===== src/sv/color_blob_centroid_defines.svh =====
// ----------------------------------------------------------------------------
// color_blob_centroid_defines.svh
// Assertion helper macros shared by the blob centroid modules.
// ----------------------------------------------------------------------------
`ifndef COLOR_BLOB_CENTROID_DEFINES_SVH
`define COLOR_BLOB_CENTROID_DEFINES_SVH

// Same-cycle implication, sampled on clk, off during reset
`define CBC_ASSERT_IMPL(label, ante, cons, msg) \
  label: assert property (@(posedge clk) disable iff (!rst_n) (ante) |-> (cons)) \
    else $error(msg);

// Next-cycle implication, sampled on clk, off during reset
`define CBC_ASSERT_NEXT(label, ante, cons, msg) \
  label: assert property (@(posedge clk) disable iff (!rst_n) (ante) |=> (cons)) \
    else $error(msg);

`endif


===== src/sv/cbc_pkg.sv =====
// ----------------------------------------------------------------------------
// cbc_pkg
// Shared constants and types for the color blob centroid block.
// ----------------------------------------------------------------------------
`timescale 1ns / 1ps

package cbc_pkg;

  // Parameter defaults
  localparam int DEF_MAX_WIDTH  = 1024;
  localparam int DEF_MAX_HEIGHT = 1024;

  // Field widths
  localparam int COLOR_W  = 8;
  localparam int COORD_W  = 10;
  localparam int REG_W    = 11;
  localparam int PROD_W   = COLOR_W + 3;
  localparam int IN_DATA_W  = 24;
  localparam int OUT_DATA_W = 24;

  // Blue must beat this multiple of red and of green
  localparam int MATCH_GAIN = 5;

  // Configuration register map
  localparam int CFG_IDX_W = 2;
  localparam logic [CFG_IDX_W-1:0] REG_FRAME_WIDTH  = 2'd0;
  localparam logic [CFG_IDX_W-1:0] REG_FRAME_HEIGHT = 2'd1;

  localparam logic [REG_W-1:0] RST_FRAME_WIDTH  = 11'd640;
  localparam logic [REG_W-1:0] RST_FRAME_HEIGHT = 11'd480;

  // Divider status seen by the sequencer
  typedef struct packed {
    logic busy;
    logic done;
  } div_status_t;

endpackage


===== src/sv/cbc_divider.sv =====
// ----------------------------------------------------------------------------
// cbc_divider
// Shared restoring divider, one quotient bit per cycle.
// The quotient is known to fit QW bits, so the upper part of the dividend
// seeds the remainder and only QW steps are run.
// ----------------------------------------------------------------------------
`timescale 1ns / 1ps
`include "color_blob_centroid_defines.svh"

module cbc_divider #(
  parameter int QW    = 10,
  parameter int CNT_W = 21
) (
  input  logic                   clk,
  input  logic                   rst_n,
  input  logic                   start,
  input  logic [QW+CNT_W-1:0]    dividend,
  input  logic [CNT_W-1:0]       divisor,
  output cbc_pkg::div_status_t   status,
  output logic [QW-1:0]          quotient
);

  localparam int SUM_W = QW + CNT_W;
  localparam int SW    = $clog2(QW + 1);

  logic             busy_r, busy_nxt;
  logic             done_r, done_nxt;
  logic [SW-1:0]    steps_r, steps_nxt;
  logic [CNT_W-1:0] rem_r, rem_nxt;
  logic [QW-1:0]    lo_r, lo_nxt;
  logic [CNT_W-1:0] divisor_r, divisor_nxt;

  logic [CNT_W:0]   shifted;
  logic [CNT_W:0]   diff;
  logic             ge;
  logic [QW:0]      lo_shift;

  // One trial subtract
  always_comb begin
    shifted  = {rem_r, lo_r[QW-1]};
    ge       = (shifted >= {1'b0, divisor_r});
    diff     = shifted - {1'b0, divisor_r};
    lo_shift = {lo_r, ge};
  end

  // Step control
  always_comb begin
    busy_nxt    = busy_r;
    done_nxt    = 1'b0;
    steps_nxt   = steps_r;
    rem_nxt     = rem_r;
    lo_nxt      = lo_r;
    divisor_nxt = divisor_r;
    if (start) begin
      busy_nxt    = 1'b1;
      steps_nxt   = SW'(QW);
      rem_nxt     = dividend[SUM_W-1:QW];
      lo_nxt      = dividend[QW-1:0];
      divisor_nxt = divisor;
    end else if (busy_r) begin
      rem_nxt   = ge ? diff[CNT_W-1:0] : shifted[CNT_W-1:0];
      lo_nxt    = lo_shift[QW-1:0];
      steps_nxt = steps_r - SW'(1);
      if (steps_r == SW'(1)) begin
        busy_nxt = 1'b0;
        done_nxt = 1'b1;
      end
    end
  end

  always_ff @(posedge clk) begin
    if (!rst_n) begin
      busy_r  <= 1'b0;
      done_r  <= 1'b0;
      steps_r <= '0;
    end else begin
      busy_r  <= busy_nxt;
      done_r  <= done_nxt;
      steps_r <= steps_nxt;
    end
    rem_r     <= rem_nxt;
    lo_r      <= lo_nxt;
    divisor_r <= divisor_nxt;
  end

  assign status.busy = busy_r;
  assign status.done = done_r;
  assign quotient    = lo_r;

  `CBC_ASSERT_NEXT(a_last_step_done, busy_r && !start && steps_r == SW'(1), done_r && !busy_r, "divider did not finish after its last step")

endmodule


===== src/sv/color_blob_centroid.sv =====
// ----------------------------------------------------------------------------
// color_blob_centroid
// Blue blob centroid over one raster frame of RGB pixels.
// ----------------------------------------------------------------------------
// Pixels enter on the in_ stream, one word per pixel, columns fastest.
// A pixel counts when blue > 5*red and blue > 5*green; its column and row
// are summed and it is counted. The frame size comes from the frame_width
// and frame_height registers on the cfg_ port, clamped to 1..MAX.
// Pixels are taken one per clock within a frame. After the frame's last
// pixel the shared divider runs twice (column mean, then row mean), one
// quotient bit per cycle, for QW-bit quotients with QW = clog2 of the
// larger max dimension; in_tready stays low until the result is loaded.
// The result word then sits in the output register; found travels on
// out_tuser. While it waits for out_tready the next frame's pixels are
// taken; only the next frame end holds until the old result is taken.
// Reset clears counters, sums and the output valid and loads the size
// registers with 640 x 480.
// ----------------------------------------------------------------------------
`timescale 1ns / 1ps
`include "color_blob_centroid_defines.svh"

module color_blob_centroid #(
  parameter int MAX_WIDTH  = cbc_pkg::DEF_MAX_WIDTH,
  parameter int MAX_HEIGHT = cbc_pkg::DEF_MAX_HEIGHT
) (
  input  logic                            clk,
  input  logic                            rst_n,
  // cfg port
  input  logic                            cfg_we,
  input  logic [cbc_pkg::CFG_IDX_W-1:0]   cfg_index,
  input  logic [cbc_pkg::REG_W-1:0]       cfg_wdata,
  // pixel stream
  input  logic                            in_tvalid,
  output logic                            in_tready,
  input  logic [cbc_pkg::IN_DATA_W-1:0]   in_tdata,   // red[7:0], green[15:8], blue[23:16]
  // result stream
  output logic                            out_tvalid,
  input  logic                            out_tready,
  output logic [cbc_pkg::OUT_DATA_W-1:0]  out_tdata,  // center_x[9:0], center_y[19:10], zero
  output logic [0:0]                      out_tuser   // found[0]
);

  localparam int XW    = $clog2(MAX_WIDTH);
  localparam int YW    = $clog2(MAX_HEIGHT);
  localparam int QW    = (XW > YW) ? XW : YW;
  localparam int LW    = QW + 1;
  localparam int CMP_W = (cbc_pkg::REG_W > LW) ? cbc_pkg::REG_W : LW;
  localparam int CNT_W = $clog2(MAX_WIDTH * MAX_HEIGHT + 1);
  localparam int SUM_W = QW + CNT_W;
  localparam int CW    = cbc_pkg::COORD_W;
  localparam int PW    = cbc_pkg::PROD_W;

  typedef enum logic [5:0] {
    ST_PIX  = 6'b000001,
    ST_LDX  = 6'b000010,
    ST_DIVX = 6'b000100,
    ST_LDY  = 6'b001000,
    ST_DIVY = 6'b010000,
    ST_DONE = 6'b100000
  } state_t;

  state_t                   state_r, state_nxt;
  logic [cbc_pkg::REG_W-1:0] frame_width_r, frame_height_r;
  logic [XW-1:0]            col_r, col_nxt;
  logic [YW-1:0]            row_r, row_nxt;
  logic [SUM_W-1:0]         col_sum_r, col_sum_nxt;
  logic [SUM_W-1:0]         row_sum_r, row_sum_nxt;
  logic [CNT_W-1:0]         cnt_r, cnt_nxt;
  logic [QW-1:0]            qx_r, qx_nxt;
  logic                     out_valid_r, out_valid_nxt;
  logic                     found_r, found_nxt;
  logic [CW-1:0]            cx_r, cx_nxt;
  logic [CW-1:0]            cy_r, cy_nxt;

  logic [cbc_pkg::COLOR_W-1:0] red, green, blue;
  logic [PW-1:0]            red5, green5;
  logic                     match;
  logic                     in_accept;
  logic [CMP_W-1:0]         w_ext, h_ext, w_lim, h_lim;
  logic                     row_end, frame_end;

  cbc_pkg::div_status_t     div_stat;
  logic                     div_start;
  logic [SUM_W-1:0]         div_dividend;
  logic [QW-1:0]            div_q;
  logic [QW+CW-1:0]         qx_ext, qy_ext;

  // Size registers
  always_ff @(posedge clk) begin
    if (!rst_n) begin
      frame_width_r  <= cbc_pkg::RST_FRAME_WIDTH;
      frame_height_r <= cbc_pkg::RST_FRAME_HEIGHT;
    end else if (cfg_we) begin
      if (cfg_index == cbc_pkg::REG_FRAME_WIDTH) begin
        frame_width_r <= cfg_wdata;
      end else if (cfg_index == cbc_pkg::REG_FRAME_HEIGHT) begin
        frame_height_r <= cfg_wdata;
      end
    end
  end

  // Clamp sizes to 1..MAX
  always_comb begin
    w_ext = CMP_W'(frame_width_r);
    h_ext = CMP_W'(frame_height_r);
    if (w_ext == '0) begin
      w_lim = CMP_W'(1);
    end else if (w_ext > CMP_W'(MAX_WIDTH)) begin
      w_lim = CMP_W'(MAX_WIDTH);
    end else begin
      w_lim = w_ext;
    end
    if (h_ext == '0) begin
      h_lim = CMP_W'(1);
    end else if (h_ext > CMP_W'(MAX_HEIGHT)) begin
      h_lim = CMP_W'(MAX_HEIGHT);
    end else begin
      h_lim = h_ext;
    end
  end

  // Color test and position wrap
  always_comb begin
    red       = in_tdata[7:0];
    green     = in_tdata[15:8];
    blue      = in_tdata[23:16];
    red5      = PW'(red) * PW'(cbc_pkg::MATCH_GAIN);
    green5    = PW'(green) * PW'(cbc_pkg::MATCH_GAIN);
    match     = (PW'(blue) > red5) && (PW'(blue) > green5);
    row_end   = (CMP_W'(col_r) + CMP_W'(1)) >= w_lim;
    frame_end = row_end && ((CMP_W'(row_r) + CMP_W'(1)) >= h_lim);
  end

  assign in_tready = (state_r == ST_PIX);
  assign in_accept = in_tvalid && in_tready;

  // Shared divider: column sum first, then row sum
  assign div_start    = (state_r == ST_LDX) || (state_r == ST_LDY);
  assign div_dividend = (state_r == ST_LDX) ? col_sum_r : row_sum_r;

  cbc_divider #(
    .QW    (QW),
    .CNT_W (CNT_W)
  ) u_div (
    .clk      (clk),
    .rst_n    (rst_n),
    .start    (div_start),
    .dividend (div_dividend),
    .divisor  (cnt_r),
    .status   (div_stat),
    .quotient (div_q)
  );

  // Quotients to coordinate width
  assign qx_ext = {{CW{1'b0}}, qx_r};
  assign qy_ext = {{CW{1'b0}}, div_q};

  // Sequencer and accumulators
  always_comb begin
    state_nxt     = state_r;
    col_nxt       = col_r;
    row_nxt       = row_r;
    col_sum_nxt   = col_sum_r;
    row_sum_nxt   = row_sum_r;
    cnt_nxt       = cnt_r;
    qx_nxt        = qx_r;
    out_valid_nxt = out_valid_r && !out_tready;
    found_nxt     = found_r;
    cx_nxt        = cx_r;
    cy_nxt        = cy_r;
    case (state_r)
      ST_PIX: begin
        if (in_accept) begin
          if (match) begin
            col_sum_nxt = col_sum_r + SUM_W'(col_r);
            row_sum_nxt = row_sum_r + SUM_W'(row_r);
            cnt_nxt     = cnt_r + CNT_W'(1);
          end
          if (!row_end) begin
            col_nxt = col_r + XW'(1);
          end else begin
            col_nxt = '0;
            if (!frame_end) begin
              row_nxt = row_r + YW'(1);
            end else begin
              state_nxt = ST_LDX;
            end
          end
        end
      end
      ST_LDX: begin
        state_nxt = ST_DIVX;
      end
      ST_DIVX: begin
        if (div_stat.done) begin
          qx_nxt    = div_q;
          state_nxt = ST_LDY;
        end
      end
      ST_LDY: begin
        state_nxt = ST_DIVY;
      end
      ST_DIVY: begin
        if (div_stat.done) begin
          state_nxt = ST_DONE;
        end
      end
      ST_DONE: begin
        // load result once the output register is free, then clear the frame
        if (!out_valid_r || out_tready) begin
          out_valid_nxt = 1'b1;
          found_nxt     = (cnt_r != '0);
          cx_nxt        = (cnt_r != '0) ? qx_ext[CW-1:0] : '0;
          cy_nxt        = (cnt_r != '0) ? qy_ext[CW-1:0] : '0;
          col_nxt       = '0;
          row_nxt       = '0;
          col_sum_nxt   = '0;
          row_sum_nxt   = '0;
          cnt_nxt       = '0;
          state_nxt     = ST_PIX;
        end
      end
      default: begin
        state_nxt = ST_PIX;
      end
    endcase
  end

  always_ff @(posedge clk) begin
    if (!rst_n) begin
      state_r     <= ST_PIX;
      col_r       <= '0;
      row_r       <= '0;
      col_sum_r   <= '0;
      row_sum_r   <= '0;
      cnt_r       <= '0;
      out_valid_r <= 1'b0;
    end else begin
      state_r     <= state_nxt;
      col_r       <= col_nxt;
      row_r       <= row_nxt;
      col_sum_r   <= col_sum_nxt;
      row_sum_r   <= row_sum_nxt;
      cnt_r       <= cnt_nxt;
      out_valid_r <= out_valid_nxt;
    end
    qx_r    <= qx_nxt;
    found_r <= found_nxt;
    cx_r    <= cx_nxt;
    cy_r    <= cy_nxt;
  end

  // Output word
  assign out_tvalid = out_valid_r;
  assign out_tdata  = {{(cbc_pkg::OUT_DATA_W - 2 * CW){1'b0}}, cy_r, cx_r};
  assign out_tuser  = found_r;

  `CBC_ASSERT_IMPL(a_nofind_zero, out_tvalid && !out_tuser[0], out_tdata == '0, "empty frame result carries nonzero coordinates")
  `CBC_ASSERT_IMPL(a_done_in_div, div_stat.done, state_r == ST_DIVX || state_r == ST_DIVY, "divider finished outside a divide state")
  `CBC_ASSERT_IMPL(a_pix_div_idle, state_r == ST_PIX, !div_stat.busy, "divider busy while pixels are taken")
  `CBC_ASSERT_NEXT(a_frame_end_stall, in_accept && frame_end, state_r == ST_LDX && !in_tready, "frame end did not start the divide sequence")

endmodule


===== config.mk =====
export PLATFORM = sky130hd
export DESIGN_NAME = color_blob_centroid
export DESIGN_NICKNAME = d
export VERILOG_FILES = /design/src/sv/cbc_pkg.sv /design/src/sv/cbc_divider.sv /design/src/sv/color_blob_centroid.sv
export VERILOG_INCLUDE_DIRS = /design/src /design/src/sv
export SDC_FILE = /design/constraint.sdc
export NUM_CORES = 1
export LEC_CHECK = 0
export BUFFER_PORTS_ARGS = -buffer_cell sky130_fd_sc_hd__buf_2
export CORE_MARGIN = 4
export CORE_UTILIZATION = 42
export CTS_CLUSTER_SIZE = 30
export DETAILED_ROUTE_END_ITERATION = 8
export GPL_ROUTABILITY_DRIVEN = 0
export SETUP_SLACK_MARGIN = 0.5
export SLEW_MARGIN = 10
export SYNTH_ARGS = -nofsm -noshare
export SYNTH_HDL_FRONTEND = slang
export SYNTH_SLANG_ARGS = --single-unit

===== constraint.sdc =====
create_clock -name clk -period 9.97 [get_ports clk]
set_input_delay 2.991 -clock clk [delete_from_list [all_inputs] [get_ports clk]]
set_output_delay 2.991 -clock clk [all_outputs]
set_load 0.05 [all_outputs]

==> results.md <==
- Status: completed
- Leakage: 5.91 nW
- Vias/cell: around 5.6
- Initial DRC Count: approximately 680
- EDFF count, synth: 83
- Router iterations before antenna repair: 5
- Minimum clock period: between 6 and 7 ns
- Worst hold slack: 0.456 ns
- Cells on worst reg2reg path: 11
- CTS Buffer Depth: 3
- CTS tree: done
- FF-to-FF End: col_sum_r[24]
- Die height: approximately 190 um
- Final hold vios: 0
- Rows: between 60 and 70
- Max-cap check violation count: 0
- Antenna violations before repair: 0
- Final Skew: about 0.0082 ns
- Via count: between 10000 and 15000
- Arrival time worst endpoint: between 7 and 8 ns
- Startpoint Class: input pin
- DP Area: roughly 14000 um2
- Pwr dens: between 100 and 150 nW/um2
- Final setup viols: 0
- TritonCTS Sinks: between 200 and 250
- Actual slew at the worst max-slew pin: approximately 1.1 ns
- CP endpoint kind: register
- N_diodes: 0
- Post-CTS Resized: 0
- Crit path required time: between 10 and 15 ns
- First-pass GRT wire length: around 55000 um
- Post-synthesis area per instance: approximately 9 um2
- Final WL: roughly 33000 um
- Wire per inst: between 15 and 20 um
- Worst skew pair latency: between 0.5 and 0.6 ns
- RSZ-0062 raised after global routing: false
- Nets: around 1700
- Sequential area share after synthesis: 0.398
- Post-route ant nets: 0
- Vias in the first global route: around 11000
- Share of Yosys cell area claimed by the top area cell type: 0.209
- F_max: approximately 150 MHz
- Syn Std Cell Area: 13200 um2
- Yosys cell types: 75
- Relative slew slack: 0.271
- Synth top area cells: dfxtp_1 (21%), edfxtp_1 (19%), ha_1 (10%)
- Hold wc startpoint: u_div.quotient[9]
- Ys Warns: 0
- Hold crit path type: register to register
- Port-buffer cells: 64
- Critical path start-end classification: input pin to register
- Starting Density: 0.429
- CTS Buf Count: 25
- Clock Pin Slew Worst Setup and Hold Paths: approximately 0.060 ns
- Worst-path maximum fanout: 27
- Setup TNS: 0 ns
- Worst R2R Start: state_r[1]
- Cells after synthesis: approximately 1500
- Core Region: roughly 30000 um2
- Register bit count reported by yosys: between 200 and 250
- Pin count of the biggest net entering global routing: slightly below 70
- Worst vdd ir: 0.121 mV
- Primary FF master, synth: dfxtp_1
- Chip width: 185 um
- Hpwl dp: approximately 24000 um
- Setup bufs post-CTS: 0
- Synth area leader: dfxtp_1
- WHS Endpoint: qx_r[9]
- Final Max Tran Viols: 0
- CTS Hold Bufs: 0
- Period utilization: 0.667
- R2R setup slack: 6.44 ns
- DRC: 0
- Async set-reset flop share out of synthesis: 0
- I/O pin count: just under 70
- Total gr overflow: 0
- H-tree depth: 1
- GR Util All Layers: 0.193
- Layout cells sized above 1: 0.0952
- Hold path cells: 0
- P&R area growth vs syn: 11.6%
- Fin area: ~15000 um2
- Die Area: ~34000 um2
- Root Buffer: clkbuf_16
==> sequential cells by signal, indices dropped and copies added (netlist names) <==
register,flops
frame_height_r,11
u_div.busy_r,1
state_r,6
row_sum_r,31
u_div.divisor_r,21
qx_r,10
cy_r,10
u_div.steps_r,4
col_sum_r,31
cx_r,10
u_div.done_r,1
row_r,10
frame_width_r,11
out_tvalid,1
cnt_r,21
col_r,10
u_div.rem_r,21
out_tuser,1
u_div.quotient,10
==> cells by family after synthesis <==
kind of cell | share of synthesized area
buf+inv | 0.0418
simple gates | 0.197
other cells | 0.000284
flops | 0.398
fa+ha+maj | 0.111
compound gates | 0.181
mux | 0.0193
xor+xnor | 0.0524
==> metrics by stage <==
step | util | worst slack, ns | cells | total power (W)
3_3_place_gp | 0.451 | 2.96 | 1894 | 0.00108
2_1_floorplan | - | 3.55 | 1477 | 0.00105
3_5_place_dp | 0.451 | 2.84 | 1894 | 0.00108
4_1_cts | 0.478 | 3.34 | 1940 | 0.00201
5_1_grt | 0.478 | 3.00 | 1940 | 0.00207
6_report | 0.478 | 3.32 | 1940 | 0.00199
==> synth_stat cells (all sizes together) (8+ instances only) <==
cell type,instances
dfxtp,138
o22ai,10
o31ai,10
ha,109
nand4,15
a21oi,98
nand2,167
a31oi,11
or3,15
nand3,65
a22oi,29
nor3b,8
xnor2,54
nand2b,18
clkbuf,45
nor2,127
a21o,18
nor3,22
buf,15
o21ai,79
a211oi,26
and3,15
nor4,15
edfxtp,83
mux2i,21
o21a,12
nor2b,27
and2,13
a2111oi,14
xor2,25
inv,75
==> final cells by class <==
| cell class | instances | area, um2 |
|---|---|---|
| fill | 2958 | 16100 |
| clock inverter | 10 | 126 |
| multi-input combinational | 1118 | 7430 |
| sequential | 221 | 5260 |
| tap | 396 | 495 |
| timing repair buffer | 81 | 448 |
| clock buffer | 36 | 707 |
| inverter | 78 | 293 |
==> metal layers <==
layer | GRT usage | share of wire | up-vias
li1 | - | - | 5467
met1 | 0.269 | 0.47 | 5162
met2 | 0.326 | 0.47 | 265
met3 | 0.0240 | 0.053 | 28
met4 | 0.0355 | 0.012 | 0
met5 | 0 | 0 | -
==> report_power, final <==
part / internal [W] / leakage (nW) / total, W / switching [W]
sequential: 0.000934 / 1.77 / 0.000938 / 0.00000400
combinational: 0.0000513 / 3.73 / 0.000126 / 0.0000746
clock: 0.000569 / 0.411 / 0.000925 / 0.000356
total: 0.00155 / 5.91 / 0.00199 / 0.000435
==> cells in the final DEF, fill, tap and decap left out, types with 21 or more instances in the layout <==
master and instances:
nand2_1 167, nor2_1 126, a21oi_1 98, mux2i_1 21, a22oi_1 29, buf_2 64, nor3_1 22, o21ai_0 79
a211oi_1 26, ha_1 109, dfxtp_1 138, nand3_1 65, xor2_1 25, xnor2_1 54, clkbuf_16 25, nor2b_1 27
edfxtp_1 83, inv_1 73
==> worst max-delay path by stage <==
stage / startpoint / endpoint / cells past startpoint
finish: in_tdata[1] / col_sum_r[24] / 20
CTS: in_tdata[3] / col_sum_r[24] / 20
detailed placement: in_tdata[1] / col_sum_r[13] / 19
floorplan: in_tdata[1] / row_sum_r[22] / 18
global route: in_tdata[11] / col_sum_r[14] / 19
global placement: in_tdata[3] / col_sum_r[24] / 20
==> worst max-delay path, stage by stage <==
cell      delay, ns
buf_2          0.11
ha_1           0.28
ha_1           0.21
inv_1          0.07
fa_1           0.21
nor2b_1        0.06
o21a_1         0.19
or3_1          0.30
nand2_1        0.08
ha_1           0.24
nand2_1        0.08
nor3_1         0.06
a2111o_1       0.39
nor4_2         0.33
and4_1         0.25
buf_4          0.30
nor2_2         0.08
buf_4          0.25
o311ai_0       0.38
o41ai_1        0.13
Power figures use the tool's default switching activity.
